`config.mk`:
```
export PLATFORM = sky130hd
export DESIGN_NAME = query_string_form_decoder
export DESIGN_NICKNAME = d
export VERILOG_FILES = /design/src/hdl/qsfd_pkg.sv /design/src/hdl/qsfd_front.sv /design/src/hdl/qsfd_queue.sv /design/src/hdl/qsfd_back.sv /design/src/hdl/query_string_form_decoder.sv
export SDC_FILE = /design/constraint.sdc
export NUM_CORES = 1
export LEC_CHECK = 0
export ABC_AREA = 1
export BUFFER_PORTS_ARGS = -buffer_cell sky130_fd_sc_hd__buf_4
export CORE_MARGIN = 5
export CORE_UTILIZATION = 60
export DETAILED_ROUTE_END_ITERATION = 8
export HOLD_SLACK_MARGIN = 0.1
export PLACE_DENSITY = 0.8
export SYNTH_ARGS = -nofsm -noshare
export SYNTH_HDL_FRONTEND = slang
export SYNTH_SLANG_ARGS = --single-unit
```
`constraint.sdc`:
```
create_clock -name clock -period 3.9 [get_ports clock]
set_clock_uncertainty 0.05 [all_clocks]
set_input_delay 0.78 -clock clock [delete_from_list [all_inputs] [get_ports clock]]
set_output_delay 0.78 -clock clock [all_outputs]
set_load 0.02 [all_outputs]
```
`src/hdl/qsfd_pkg.sv`:
```
// ----------------------------------------------------------------------------
// qsfd_pkg: shared types and constants for the query string form decoder
// Holds the payload structs, the classified byte record, the error codes and
// the state encodings used by the front, the queue and the back.
// ----------------------------------------------------------------------------
package qsfd_pkg;

   localparam int MAX_PAIRS_DEFAULT = 32;

   localparam logic [7:0] CHAR_PLUS    = 8'h2B;   // '+'
   localparam logic [7:0] CHAR_PERCENT = 8'h25;   // '%'
   localparam logic [7:0] CHAR_AMP     = 8'h26;   // '&'
   localparam logic [7:0] CHAR_EQUAL   = 8'h3D;   // '='
   localparam logic [7:0] CHAR_SPACE   = 8'h20;   // ' '
   localparam logic [7:0] CTRL_LIMIT   = 8'h20;   // below this is a control byte
   localparam logic [7:0] CHAR_DEL     = 8'h7F;

   typedef enum logic [1:0] {
      ERR_NONE       = 2'd0,
      ERR_BAD_ESCAPE = 2'd1,
      ERR_TOO_MANY   = 2'd2
   } error_type;

   typedef enum logic [3:0] {
      MODE_START = 4'b0001,
      MODE_NAME  = 4'b0010,
      MODE_VALUE = 4'b0100,
      MODE_SKIP  = 4'b1000
   } pair_mode_type;

   typedef enum logic [2:0] {
      ESC_NONE = 3'b001,
      ESC_HIGH = 3'b010,
      ESC_LOW  = 3'b100
   } escape_type;

   typedef struct packed {
      logic [7:0] query_byte;
      logic       is_last;
   } req_type;

   typedef struct packed {
      logic       byte_valid;
      logic [7:0] decoded_byte;
      logic       in_value;
      logic       pair_done;
      logic [1:0] error_code;
      logic       query_done;
   } rsp_type;

   // One raw byte with its class worked out by the front
   typedef struct packed {
      logic [7:0] raw_byte;
      logic       is_last;
      logic       is_hex;
      logic [3:0] digit_nibble;
      logic       is_plus;
      logic       is_percent;
      logic       is_amp;
      logic       is_equal;
   } class_type;

endpackage

```
`src/hdl/qsfd_front.sv`:
```
// ----------------------------------------------------------------------------
// qsfd_front: byte classifier
// Tags each incoming raw byte with its hex digit value and its separator and
// escape classes so the back only has to walk the pair state machine.
// ----------------------------------------------------------------------------
module qsfd_front (
   input  qsfd_pkg::req_type   req_data,
   output qsfd_pkg::class_type class_data
);

   logic [7:0] b;

   assign b = req_data.query_byte;

   always_comb begin
      class_data            = '0;
      class_data.raw_byte   = b;
      class_data.is_last    = req_data.is_last;
      class_data.is_plus    = (b == qsfd_pkg::CHAR_PLUS);
      class_data.is_percent = (b == qsfd_pkg::CHAR_PERCENT);
      class_data.is_amp     = (b == qsfd_pkg::CHAR_AMP);
      class_data.is_equal   = (b == qsfd_pkg::CHAR_EQUAL);
      // decimal digits, then lower and upper case hex letters
      if (b >= 8'h30 && b <= 8'h39) begin
         class_data.is_hex       = 1'b1;
         class_data.digit_nibble = b[3:0];
      end else if ((b >= 8'h61 && b <= 8'h66) || (b >= 8'h41 && b <= 8'h46)) begin
         class_data.is_hex       = 1'b1;
         class_data.digit_nibble = b[3:0] + 4'd9;
      end
   end

endmodule

```
`src/hdl/qsfd_queue.sv`:
```
// ----------------------------------------------------------------------------
// qsfd_queue: two-entry queue between front and back
// Decouples the input stall from the back so either side can hold on its own.
// ----------------------------------------------------------------------------
module qsfd_queue (
   input  logic                clock,
   input  logic                reset,
   input  logic                push,
   input  qsfd_pkg::class_type push_data,
   output logic                full,
   input  logic                pop,
   output logic                head_valid,
   output qsfd_pkg::class_type head_data
);

   logic [1:0]          count_ff, count_in;
   qsfd_pkg::class_type slot0_ff, slot0_in;
   qsfd_pkg::class_type slot1_ff, slot1_in;

   assign full       = (count_ff == 2'd2);
   assign head_valid = (count_ff != 2'd0);
   assign head_data  = slot0_ff;

   always_comb begin
      count_in = count_ff;
      slot0_in = slot0_ff;
      slot1_in = slot1_ff;
      priority if (push && pop) begin
         // count stays; advance the head and append
         if (count_ff == 2'd1) begin
            slot0_in = push_data;
         end else begin
            slot0_in = slot1_ff;
            slot1_in = push_data;
         end
      end else if (push) begin
         count_in = count_ff + 2'd1;
         if (count_ff == 2'd0) begin
            slot0_in = push_data;
         end else begin
            slot1_in = push_data;
         end
      end else if (pop) begin
         count_in = count_ff - 2'd1;
         slot0_in = slot1_ff;
      end else begin
         count_in = count_ff;
      end
   end

   always_ff @(posedge clock) begin
      if (reset) begin
         count_ff <= 2'd0;
      end else begin
         count_ff <= count_in;
      end
      slot0_ff <= slot0_in;
      slot1_ff <= slot1_in;
   end

endmodule

```
`src/hdl/qsfd_back.sv`:
```
// ----------------------------------------------------------------------------
// qsfd_back: pair and escape state machine with result register
// Walks name/value pairs, decodes escapes, counts pairs and latches errors;
// one classified byte per cycle into a registered result while not stalled.
// ----------------------------------------------------------------------------
module qsfd_back #(
   parameter int MAX_PAIRS = qsfd_pkg::MAX_PAIRS_DEFAULT
) (
   input  logic                clock,
   input  logic                reset,
   input  logic                head_valid,
   input  qsfd_pkg::class_type head_data,
   output logic                pop,
   output logic                rsp_valid,
   input  logic                rsp_stall,
   output qsfd_pkg::rsp_type   rsp_data
);

   localparam int CountWidth = $clog2(MAX_PAIRS + 1);
   localparam logic [CountWidth-1:0] PairLimit = CountWidth'(MAX_PAIRS);

   qsfd_pkg::pair_mode_type mode_ff, mode_in;
   qsfd_pkg::escape_type    esc_ff, esc_in;
   logic [3:0]              nibble_ff, nibble_in;
   logic [CountWidth-1:0]   pairs_ff, pairs_in;
   logic                    err_latched_ff, err_latched_in;
   logic                    rsp_valid_ff, rsp_valid_in;
   qsfd_pkg::rsp_type       rsp_data_ff, rsp_data_in;

   qsfd_pkg::error_type     err;
   qsfd_pkg::rsp_type       result;
   logic [7:0]              decoded;
   logic                    component;

   assign pop       = head_valid && (!rsp_valid_ff || !rsp_stall);
   assign rsp_valid = rsp_valid_ff;
   assign rsp_data  = rsp_data_ff;
   assign decoded   = {nibble_ff, head_data.digit_nibble};

   always_comb begin
      mode_in        = mode_ff;
      esc_in         = esc_ff;
      nibble_in      = nibble_ff;
      pairs_in       = pairs_ff;
      err_latched_in = err_latched_ff;
      err            = qsfd_pkg::ERR_NONE;
      result         = '0;
      component      = 1'b0;

      if (!err_latched_ff) begin
         if (esc_ff != qsfd_pkg::ESC_NONE) begin
            if (!head_data.is_hex) begin
               err = qsfd_pkg::ERR_BAD_ESCAPE;
            end else if (esc_ff == qsfd_pkg::ESC_HIGH) begin
               nibble_in = head_data.digit_nibble;
               esc_in    = qsfd_pkg::ESC_LOW;
            end else begin
               esc_in = qsfd_pkg::ESC_NONE;
               if (decoded < qsfd_pkg::CTRL_LIMIT || decoded == qsfd_pkg::CHAR_DEL) begin
                  err = qsfd_pkg::ERR_BAD_ESCAPE;
               end else begin
                  result.byte_valid   = 1'b1;
                  result.decoded_byte = decoded;
                  result.in_value     = (mode_ff == qsfd_pkg::MODE_VALUE);
               end
            end
         end else begin
            unique case (mode_ff)
               qsfd_pkg::MODE_START: begin
                  if (head_data.is_equal) begin
                     mode_in = qsfd_pkg::MODE_SKIP;
                  end else if (!head_data.is_amp) begin
                     if (pairs_ff >= PairLimit) begin
                        err = qsfd_pkg::ERR_TOO_MANY;
                     end else begin
                        mode_in   = qsfd_pkg::MODE_NAME;
                        component = 1'b1;
                     end
                  end
               end
               qsfd_pkg::MODE_NAME: begin
                  if (head_data.is_amp) begin
                     result.pair_done = 1'b1;
                     pairs_in         = pairs_ff + 1'b1;
                     mode_in          = qsfd_pkg::MODE_START;
                  end else if (head_data.is_equal) begin
                     mode_in = qsfd_pkg::MODE_VALUE;
                  end else begin
                     component = 1'b1;
                  end
               end
               qsfd_pkg::MODE_VALUE: begin
                  if (head_data.is_amp) begin
                     result.pair_done = 1'b1;
                     pairs_in         = pairs_ff + 1'b1;
                     mode_in          = qsfd_pkg::MODE_START;
                  end else begin
                     component = 1'b1;
                  end
               end
               qsfd_pkg::MODE_SKIP: begin
                  if (head_data.is_amp) begin
                     mode_in = qsfd_pkg::MODE_START;
                  end
               end
               default: begin
                  mode_in = qsfd_pkg::MODE_START;
               end
            endcase
            if (component) begin
               if (head_data.is_percent) begin
                  esc_in = qsfd_pkg::ESC_HIGH;
               end else begin
                  result.byte_valid   = 1'b1;
                  result.decoded_byte = head_data.is_plus ? qsfd_pkg::CHAR_SPACE
                                                          : head_data.raw_byte;
                  result.in_value     = (mode_in == qsfd_pkg::MODE_VALUE);
               end
            end
         end

         // close an open pair or flag a cut-off escape on the last byte
         if (err == qsfd_pkg::ERR_NONE && head_data.is_last) begin
            if (esc_in != qsfd_pkg::ESC_NONE) begin
               err = qsfd_pkg::ERR_BAD_ESCAPE;
            end else if (mode_in == qsfd_pkg::MODE_NAME || mode_in == qsfd_pkg::MODE_VALUE) begin
               result.pair_done = 1'b1;
            end
         end
         if (err != qsfd_pkg::ERR_NONE) begin
            err_latched_in   = 1'b1;
            result.pair_done = 1'b0;
         end
      end

      result.error_code = err;
      result.query_done = head_data.is_last;

      if (head_data.is_last) begin
         mode_in        = qsfd_pkg::MODE_START;
         esc_in         = qsfd_pkg::ESC_NONE;
         nibble_in      = 4'd0;
         pairs_in       = '0;
         err_latched_in = 1'b0;
      end
   end

   always_comb begin
      rsp_valid_in = rsp_valid_ff;
      rsp_data_in  = rsp_data_ff;
      if (pop) begin
         rsp_valid_in = 1'b1;
         rsp_data_in  = result;
      end else if (!rsp_stall) begin
         rsp_valid_in = 1'b0;
      end
   end

   always_ff @(posedge clock) begin
      if (reset) begin
         mode_ff        <= qsfd_pkg::MODE_START;
         esc_ff         <= qsfd_pkg::ESC_NONE;
         nibble_ff      <= 4'd0;
         pairs_ff       <= '0;
         err_latched_ff <= 1'b0;
         rsp_valid_ff   <= 1'b0;
      end else begin
         if (pop) begin
            mode_ff        <= mode_in;
            esc_ff         <= esc_in;
            nibble_ff      <= nibble_in;
            pairs_ff       <= pairs_in;
            err_latched_ff <= err_latched_in;
         end
         rsp_valid_ff <= rsp_valid_in;
      end
      rsp_data_ff <= rsp_data_in;
   end

endmodule

```
`src/hdl/query_string_form_decoder.sv`:
```
// ----------------------------------------------------------------------------
// query_string_form_decoder: streaming form-urlencoded query decoder
// Splits a query string into name/value pairs and percent-decodes them.
// ----------------------------------------------------------------------------
// Takes one raw query byte per transfer, with is_last on the final byte, and
// returns exactly one result per byte: the decoded byte tagged as name or
// value, a pair_done mark at '&' or end of query for each accepted pair, an
// error code on the byte that finds a bad, cut-off or control-byte escape or
// a pair beyond MAX_PAIRS, and query_done on the last byte. After an error the
// rest of the query gives no bytes; the last byte returns all state to reset.
// Throughput is one byte per clock unless rsp_stall holds the result: the
// classifier feeds a two-entry queue and the pair state machine consumes one
// queued byte per cycle into a result register. A byte passes from its queue
// entry to the result register and transfers from there while not stalled.
module query_string_form_decoder #(
   parameter int MAX_PAIRS = qsfd_pkg::MAX_PAIRS_DEFAULT
) (
   input  logic              clock,
   input  logic              reset,
   input  logic              req_valid,
   output logic              req_stall,
   input  qsfd_pkg::req_type req_data,
   output logic              rsp_valid,
   input  logic              rsp_stall,
   output qsfd_pkg::rsp_type rsp_data
);

   qsfd_pkg::class_type class_data;
   qsfd_pkg::class_type head_data;
   logic                queue_full;
   logic                head_valid;
   logic                pop;

   // Classify the byte as it arrives
   qsfd_front u_front (
      .req_data   (req_data),
      .class_data (class_data)
   );

   // Hold classified bytes; stall the input only when both entries are taken
   qsfd_queue u_queue (
      .clock      (clock),
      .reset      (reset),
      .push       (req_valid && !req_stall),
      .push_data  (class_data),
      .full       (queue_full),
      .pop        (pop),
      .head_valid (head_valid),
      .head_data  (head_data)
   );

   assign req_stall = queue_full;

   // Advance the pair machine whenever the result register can take a result
   qsfd_back #(
      .MAX_PAIRS (MAX_PAIRS)
   ) u_back (
      .clock      (clock),
      .reset      (reset),
      .head_valid (head_valid),
      .head_data  (head_data),
      .pop        (pop),
      .rsp_valid  (rsp_valid),
      .rsp_stall  (rsp_stall),
      .rsp_data   (rsp_data)
   );

endmodule
```
# After elaboration in Yosys (flattened, before gate mapping)
# Index checks and enable logic that the tools add are counted.
[word_totals]
regBits = 71
in_bits = 13
out_inout_bits = 16
wordCells = 183
[op_classes]
n_addsub = 4
n_lt_le_gt_ge = 8
eq_ne = 23
mux = 83
bitwise_logic = 1
n_reduce_logical = 35
[ops]
columns = ["op", "count"]
rows = [
  ["18-bit 2-to-1 mux", 9],
  ["4-bit 2-to-1 mux", 17],
  ["10-bit 2-to-1 mux", 6],
  ["8-bit by 6-bit equality test with 1-bit output (second input constant)", 4],
  ["6-bit 2-to-1 mux", 5],
  ["2-bit 2-to-1 mux", 13],
  ["3-bit 2-to-1 mux", 8],
  ["1-bit 2-to-1 mux", 20],
  ["2-bit nonzero test", 9],
  ["8-bit by 7-bit greater-or-equal comparator with 1-bit output (second input constant)", 2],
  ["8-bit by 7-bit less-or-equal comparator with 1-bit output (second input constant)", 2],
  ["4-bit by 3-bit equality test with 1-bit output (second input constant)", 3],
  ["4-bit case mux with 3 select lines", 1],
  ["5-bit 2-to-1 mux", 2],
  ["5-bit AND reduction", 2],
  ["4-bit by 2-bit equality test with 1-bit output (second input constant)", 2],
  ["8-bit by 7-bit equality test with 1-bit output (second input constant)", 1],
  ["8-bit by 6-bit greater-or-equal comparator with 1-bit output (second input constant)", 1],
  ["8-bit by 6-bit less-or-equal comparator with 1-bit output (second input constant)", 1],
  ["8-bit by 6-bit < comparator with 1-bit output (second input constant)", 1],
  ["8-bit 2-to-1 mux", 1],
  ["1-bit logical AND", 7],
  ["6-bit by 1-bit adder with 6-bit output (second input constant)", 1],
  ["6-bit greater-or-equal comparator (second input constant)", 1],
  ["other kinds (21)", 35],
]

# Depth between registers and ports, before layout
# Gate-level depths: netlist of the first run.
[depth]
word_depth = 18
depth_mapped = 13

# By module
# A second synthesis of the first run with hierarchy kept.
[hier_totals]
hier_cells = 536
hier_area_um2 = 4194.0
[modules_own_cells]
columns = ["module", "instances", "cells_per_inst", "area_each_um2", "seq_area_each_um2"]
rows = [
  ["qsfd_queue", 1, 238, 2033.2, 1121.1],
  ["qsfd_back", 1, 239, 1799.2, 800.8],
  ["qsfd_front", 1, 57, 351.6, 0.0],
  ["query_string_form_decoder", 1, 2, 10.0, 0.0],
]

# Worst setup path before layout of the first run
# Ideal clock, no wire load.
[synth_path]
path_kind = "input-to-reg"
start = "input port rsp_stall"
end = "register u_queue.slot1_ff[0] (netlist name) (enable)"
setup_time_ns = 0.421
arrival_time_ns = 3.013
required_time_ns = 3.429
setup_slack_ns = 0.416
cell_stages = 6
path_buffers = 0
path_cell_list = "nand2_1 -> nand2_1 -> inv_1 -> ha_1 -> nor2_1 -> a211oi_1"
[synth_between]
elab_chain_len = 6
elab_cells_between_ends = 8
cone_classes = "2 x eq/ne; 6 x reduce/logical"
[synth_rtl]
columns = ["item", "line_no", "rtl"]
rows = [
  ["from (decl)", "query_string_form_decoder.sv:24", "input logic rsp_stall,"],
  ["1-bit zero test *", "qsfd_back.sv:35", "assign pop = head_valid && (!rsp_valid_ff || !rsp_stall);"],
  ["1-bit logical OR *", "qsfd_back.sv:35", ""],
  ["1-bit logical AND *", "qsfd_back.sv:35", ""],
  ["named net pop", "query_string_form_decoder.sv:32", "logic pop;"],
  ["1-bit logical AND *", "qsfd_queue.sv:28", "priority if (push && pop) begin"],
  ["2-bit != test (no source line) (tied with other cells)", "-", ""],
  ["3-bit AND reduction (no source line) *", "-", ""],
  ["to (signal assigned)", "qsfd_queue.sv:58", "slot1_ff <= slot1_in;"],
  ["to (decl)", "qsfd_queue.sv:18", "qsfd_pkg::class_type slot1_ff, slot1_in;"],
]
# The timed path passes the listed nets; every way through them passes the cells marked *.
# A chain may end at the register's enable or synchronous reset.

==> run summary, run 1 <==
Status = finished, final reports clean
Hold Startpoint = u_back.esc_ff[2]
Number of I/O pins = 29
Reg clk slew, reported paths = 0.07 ns
Peak supply drop = 0.4846 mV
Post-synth EDFFs = 50
Post-Syn Area = 3605 µm²
Critical Path Source Type = flop
Total grt overflow = 0
Starting Density = 61.25%
Hold-fix buffers, CTS = 0
Post-synthesis net count = 441
Root buf cell = clkbuf_8
Met2 Use GR = 34.52%
Fin crit share = 73.78%
Slowest stage delay, CP = 0.52 ns
Fin. Hold Viols = 0
RSZ-0062 raised after global routing = false
First-pass DRT Iterations = 5
Fraction of layout cells with a size suffix above 1 = 14.63%
Static leakage = 1.776 nW
DRT iter0 DRCs = 201
GR Util met1 = 29.03%
Worst path cell trace = inv_1 -> ha_1 -> inv_1 -> nand2_1 -> inv_1 -> ha_1 -> nor2_1 -> nor2_2 -> inv_2 -> nand2_1 -> o21ai_0
Asr flop ratio synth = 0%
Synth Warn # = 0
Worst Setup SP = u_queue.count_ff[0]
DRC violations left = 0
WP data required = 3.93 ns
Cell Rows = 28
Antenna violations before repair = 0
Critical Path Most Common Cell = inv_1
Fin crit period = 2.877 ns
Post-CTS Resized = 0
Setup TNS = 0 ns
WP buf/inv = 4
Critical path's slowest cell = inv_1
Worst-path maximum fanout = 26
Ys flop type = edfxtp_1
Layout overhead on the synthesized area = 14.99%
Final wirelength = 7534 µm
DR vias = 2940
Fin nets = 475
Die X-Extent = 87.51 µm
Placer Congestion = 0.9475
Family with the most delay on the worst path = buffers and inverters
Vias in the first global route = 2799
First-pass GRT wire length = 12860 µm
Diode count = 0
Worst slew margin = 49.05%
Met3 usage = 5.676%
Die ar. = 7658 µm²
Max Cap Viol = 0
Core area = 5886 µm²
DP Wirelength = 5395 µm
Post-route antenna net violation count = 0
Seq cells post-synth = 71
PortBufs = 28
Worst slack, placed = 0.8143 ns
Critical path class = flop to flop
CTS buffer count = 9
Peak Freq = 347.6 MHz
Crit path DAT = 2.91 ns
Worst-Margin Slew = 0.7624 ns
Routed vias/inst = 5.516
CTS tree = done
Gr usage total = 21.86%
Reg2reg start = u_queue.count_ff[0]
Sequential fraction of the synthesis area = 53.31%
Final worst slack = 1.023 ns
Hold Crit Class = flop to flop
Layer with the highest usage = met2
Post-Syn Instances = 419
Wire per inst = 14.14 µm
H-tree lvl count = 3
# clock sinks = 71
Power per cell area = 792.4 nW/µm²
Distinct cells, synth = 33
Clk buf depth = 2
Die H = 87.51 µm
Final slew viol count = 0
Clk_lat worst skew = 0.35 ns
Post-CTS Setup Bufs = 0
Syn Area/Cell = 8.603 µm²
CP Capture Type = flop
Count of final setup violators = 0
Largest net degree at the start of global routing = 27
## cell usage in the layout, fill, tap and decap left out, drive strengths merged, types with 3 or more instances in the layout
cell type    n
a21oi       28
buf         29
bufinv       4
clkbuf      11
dfxtp       21
edfxtp      50
ha           9
inv         60
nand2      123
nand3       27
nand4        5
nor2        37
nor3         7
nor4         3
o21ai       22
o22ai        9
xor2         3
## Yosys cell counts (3+ instances only)
cell type  instances  area share, %
a21oi_1           28            3.9
dfxtp_1           21             12
edfxtp_1          50             42
ha_1               9            3.1
inv_1             53            5.5
inv_2              6           0.62
nand2_1          116             12
nand2_2            5           0.87
nand3_1           23            3.2
nand4_1            5           0.87
nor2_1            31            3.2
nor2_2             5           0.87
nor3_1             7           0.97
nor4_1             3           0.52
o21ai_0           21            2.9
o22ai_1            9            1.6
xor2_1             3           0.73
## state kept, by name (all words and copies together) (netlist names)
name                   count
u_back.err_latched_ff      1
u_back.esc_ff              3
u_back.mode_ff             4
u_back.nibble_ff           4
u_back.pairs_ff            6
u_back.rsp_data           14
u_back.rsp_valid           1
u_queue.count_ff           2
u_queue.head_data         18
u_queue.slot1_ff          18
## metrics by stage
stage / hold WS, ns / cells / util [%] / total power, mW / cell area (µm²)
global placement: 0.3956 / 517 / 66.01 / 2.467 / 3885
global route: 0.4629 / 533 / 70.43 / 3.502 / 4145
finish: 0.4397 / 533 / 70.43 / 3.285 / 4145
detailed placement: 0.4077 / 517 / 66.01 / 2.515 / 3885
floorplan: 0.3812 / 419 / - / 2.140 / 3605
CTS: 0.4379 / 533 / 70.43 / 3.290 / 4145
## final cells by class
cell class | count | area (µm²)
flip-flops and latches | 71 | 1922
fillers | 466 | 1740
multi-input cells | 283 | 1430
inverters | 59 | 221.5
repair buffers | 29 | 217.7
clock buffers | 11 | 131.4
clock inverters | 5 | 128.9
well taps | 75 | 93.84
## report_power, final
group | internal, mW | total, mW | switching (mW)
Clock | 0.493 | 0.771 | 0.279
Sequential | 1.18 | 1.33 | 0.143
Combinational | 0.370 | 1.19 | 0.815
Total | 2.05 | 3.28 | 1.24
## final timing paths
kind / end / slack [ns] / cells past startpoint
hold / removal: u_back.esc_ff[2] / 0.44 / 2
hold reg to reg: u_back.esc_ff[2] / 0.44 / 2
setup / recovery: u_queue.head_data[10] / 1.02 / 11
setup reg to reg: u_queue.head_data[10] / 1.02 / 11
## layer usage
metal,part of all wire (%),vias up
met5,0,-
met1,44,1346
met4,1.6,0
met2,47,123
li1,-,1458
met3,6.8,13
## logic make-up after synthesis
family          count (synthesis)  share of synthesized area, %
fa+ha+maj                       9                         3.124
simple gates                  206                         25.82
flops                          71                         53.31
compound gates                 63                         9.372
xor+xnor                        5                         1.215
buf+inv                        65                         7.150
## worst min-delay path, delay by kind of cell, from the launching register on
| family | cells | cell delay (ns) |
|---|---|---|
| DFF | 1 | 0.32 |
| and+or+nand+nor | 1 | 0.06 |
| AOI/OAI and AO/OA | 1 | 0.06 |
(Power assumes the default switching activity.)
==> run 2, diff against run 1 <==
- ABC_AREA: 1 -> 0
- CORE_UTILIZATION: 60 -> 53
- PLACE_DENSITY: 0.8 -> 0.75
- clock period: 3.9 -> 2.64 ns (I/O delays scaled with it)
==> run 2 against run 1 <==
  * Sequential power grew 45%
  * Worst setup slack got worse by 0.73 ns
  * First-iteration DRC count shrank 27%
  * Synthesized cell count decreased by 30%
  * Maximum frequency up 22%
  * Clock-buffer cell count down 2
  * Sequential cell count unchanged
  * Wire length is 17% lower
  * Clock power increased by 27%
  * Largest cell class unchanged
==> run summary, run 2 <==
Static leakage = 1.490 nW (-16%)
Vias in the first global route = 2316 (-17%)
Met3 usage = 3.750% (-1.9 points)
Die ar. = 8156 µm² (+6.5%)
Most common cell after layout, fill and taps aside = edfxtp_1
Seq cells post-synth = 71 (unchanged)
Core area = 6314 µm² (+7.3%)
Layout overhead on the synthesized area = 16.07%
Top post-synthesis cells by area = edfxtp_1 (44%), dfxtp_1 (12%), mux2_2 (5.9%)
Reg clk slew, reported paths = 0.08 ns (about the same)
First-pass GRT wire length = 10680 µm (-17%)
Starting Density = 54.14% (-7.1 points)
Syn Area/Cell = 11.71 µm² (+36%)
Synth Warn # = 0 (unchanged)
Antenna violations before repair = 0 (unchanged)
Distinct cells, synth = 62 (+88%)
Hold-fix buffers, CTS = 0 (unchanged)
First-pass DRT Iterations = 5 (unchanged)
Fin. Hold Viols = 0 (unchanged)
Setup TNS = 0 ns (unchanged)
GR Util met1 = 22.22% (-6.8 points)
Post-Syn Instances = 292 (-30%)
Post-route antenna net violation count = 0 (unchanged)
Worst-Margin Slew = 0.6537 ns (-0.1088 ns)
Layer with the highest usage = met2
FF+latch area = 1922 µm² (unchanged)
Fin nets = 351 (-26%)
Clk buf depth = 2 (unchanged)
Critical path class = flop to flop
Synth top cells by count = edfxtp_1 (50), nor2_1 (34), dfxtp_1 (21)
Most frequent cells in the layout = edfxtp_1 (50), buf_4 (35), nor2_1 (33), dfxtp_1 (21), mux2_2 (18)
Largest net degree at the start of global routing = 23 (-15%)
Total grt overflow = 0 (unchanged)
Post-CTS Setup Bufs = 0 (unchanged)
Critical Path Source Type = flop
Layout fillers = 527 (+13%)
CP Capture Type = flop
Multi-input combinational cell area = 1426 µm² (-0.26%)
PortBufs = 28 (unchanged)
Fin crit share = 89.08% (+15 points)
RSZ-0062 raised after global routing = false
DR vias = 2354 (-20%)
Gr usage total = 16.13% (-5.7 points)
Power per cell area = 1117 nW/µm² (+41%)
Post-Syn Area = 3418 µm² (-5.2%)
CTS buffer count = 9 (unchanged)
Number of I/O pins = 29 (unchanged)
Count of final setup violators = 0 (unchanged)
Placer Congestion = 0.8398 (-11%)
Cell Rows = 29 (+3.6%)
Worst slew margin = 56.13% (+7.1 points)
Post-synthesis net count = 314 (-29%)
Pwr Total = 4.432 mW (+35%)
Fin crit period = 2.352 ns (-0.5255 ns)
Routed vias/inst = 5.727 (+3.8%)
Wire per inst = 15.25 µm (+7.9%)
CTS tree = done
Clk_lat worst skew = 0.35 ns (about the same)
Post-synth EDFFs = 50 (unchanged)
Peak supply drop = 0.7540 mV (+56%)
Peak Freq = 425.2 MHz (+22%)
Post-CTS Resized = 0 (unchanged)
Diode count = 0 (unchanged)
Root buf cell = clkbuf_8
Yosys top cell by area = edfxtp_1
Sequential fraction of the synthesis area = 56.22% (+2.9 points)
Fraction of layout cells with a size suffix above 1 = 25.75% (+11 points)
Final wirelength = 6266 µm (-17%)
Met2 Use GR = 23.78% (-11 points)
Asr flop ratio synth = 0% (unchanged)
Final slew viol count = 0 (unchanged)
# clock sinks = 71 (unchanged)
Most numerous cell in the Yosys netlist = edfxtp_1
WP data required = 2.69 ns (-1.24 ns)
Status = finished, final reports clean
Ys flop type = edfxtp_1
Max Cap Viol = 0 (unchanged)
DRC violations left = 0 (unchanged)
Die H = 90.31 µm (+3.2%)
H-tree lvl count = 3 (unchanged)
Crit path DAT = 2.40 ns (-0.51 ns)
Die X-Extent = 90.31 µm (+3.2%)
Hold Crit Class = input port to flop
Worst-path maximum fanout = 20 (-23%)
Share of the synthesized area in the top cell type = 43.92% (+2.3 points)
DP Wirelength = 4465 µm (-17%)
DRT iter0 DRCs = 147 (-27%)
==> run 2: cell count changes in the layout (fill, tap and decap cells not counted), sizes merged, moves of 4 or more <==
cell,change
o21ai,-6
a22o,+9
nor2b,+4
mux2,+18
or3,+4
nand3,-22
nand2,-106
buf,+6
a21oi,-13
a22oi,+5
o22ai,-8
inv,-48
==> run 2: metrics by stage <==
step           cell area (µm²)  hold WS, ns  setup slack [ns]  cells  util, %
2_1_floorplan             3432       0.4222           0.07251    292        -
3_3_place_gp              3741       0.4438            0.4227    395    59.25
3_5_place_dp              3741       0.4546            0.3015    395    59.25
4_1_cts                   3968       0.2989            0.2755    411    62.84
5_1_grt                   3968       0.2941            0.1399    411    62.84
6_report                  3968       0.3093            0.2883    411    62.84
==> run 2: per-layer routing <==
metal	part of all wire (%)	vias up	wire (µm)
met2	45	65	2831
li1	-	1177	-
met1	48	1105	3034
met5	0	-	0
met4	1.5	0	96
met3	4.9	7	305
==> run 2: worst paths after layout <==
kind | start | end | slack, ns | cells after the start
setup reg to reg | u_queue.count_ff[0] | u_queue.head_data[5] | 0.29 | 8
hold / removal | req_data[0] | u_queue.slot1_ff[9] | 0.31 | 1
hold reg to reg | u_back.rsp_valid | u_back.rsp_valid | 0.46 | 2
setup / recovery | u_queue.count_ff[0] | u_queue.head_data[5] | 0.29 | 8
==> run 2: cell type report <==
| class | count | share of cell area, % |
|---|---|---|
| Clock inverter | 7 | 2.586 |
| Clock buffer | 9 | 3.122 |
| Inverter | 9 | 0.8515 |
| Multi-Input combinational cell | 203 | 35.95 |
| Timing Repair Buffer | 35 | 6.623 |
| Sequential cell | 71 | 48.44 |
| Tap cell | 77 | 2.428 |
==> run 2: critical path, stage by stage, from the launching register on <==
cell     delay [ns]
dfxtp_1        0.39
inv_1          0.09
ha_1           0.21
nor2b_1        0.26
ha_1           0.25
nor2b_1        0.07
a21oi_1        0.11
buf_4          0.28
mux2_2         0.38
==> run 2: logic make-up after synthesis <==
family                     count (synthesis)  synth area share (%)
AOI/OAI and AO/OA                         66                 13.07
xor gates and xnor gates                   8                 2.050
adders and majority gates                  9                 3.294
buffers and inverters                     18                 2.452
DFF                                       71                 56.22
muxes                                     20                 6.515
and+or+nand+nor                          100                 16.40
==> run 2: power breakdown <==
part           internal [mW]  switching, mW
clock network          0.543          0.437
logic                  0.642          0.881
registers               1.71          0.215
total                   2.90           1.53
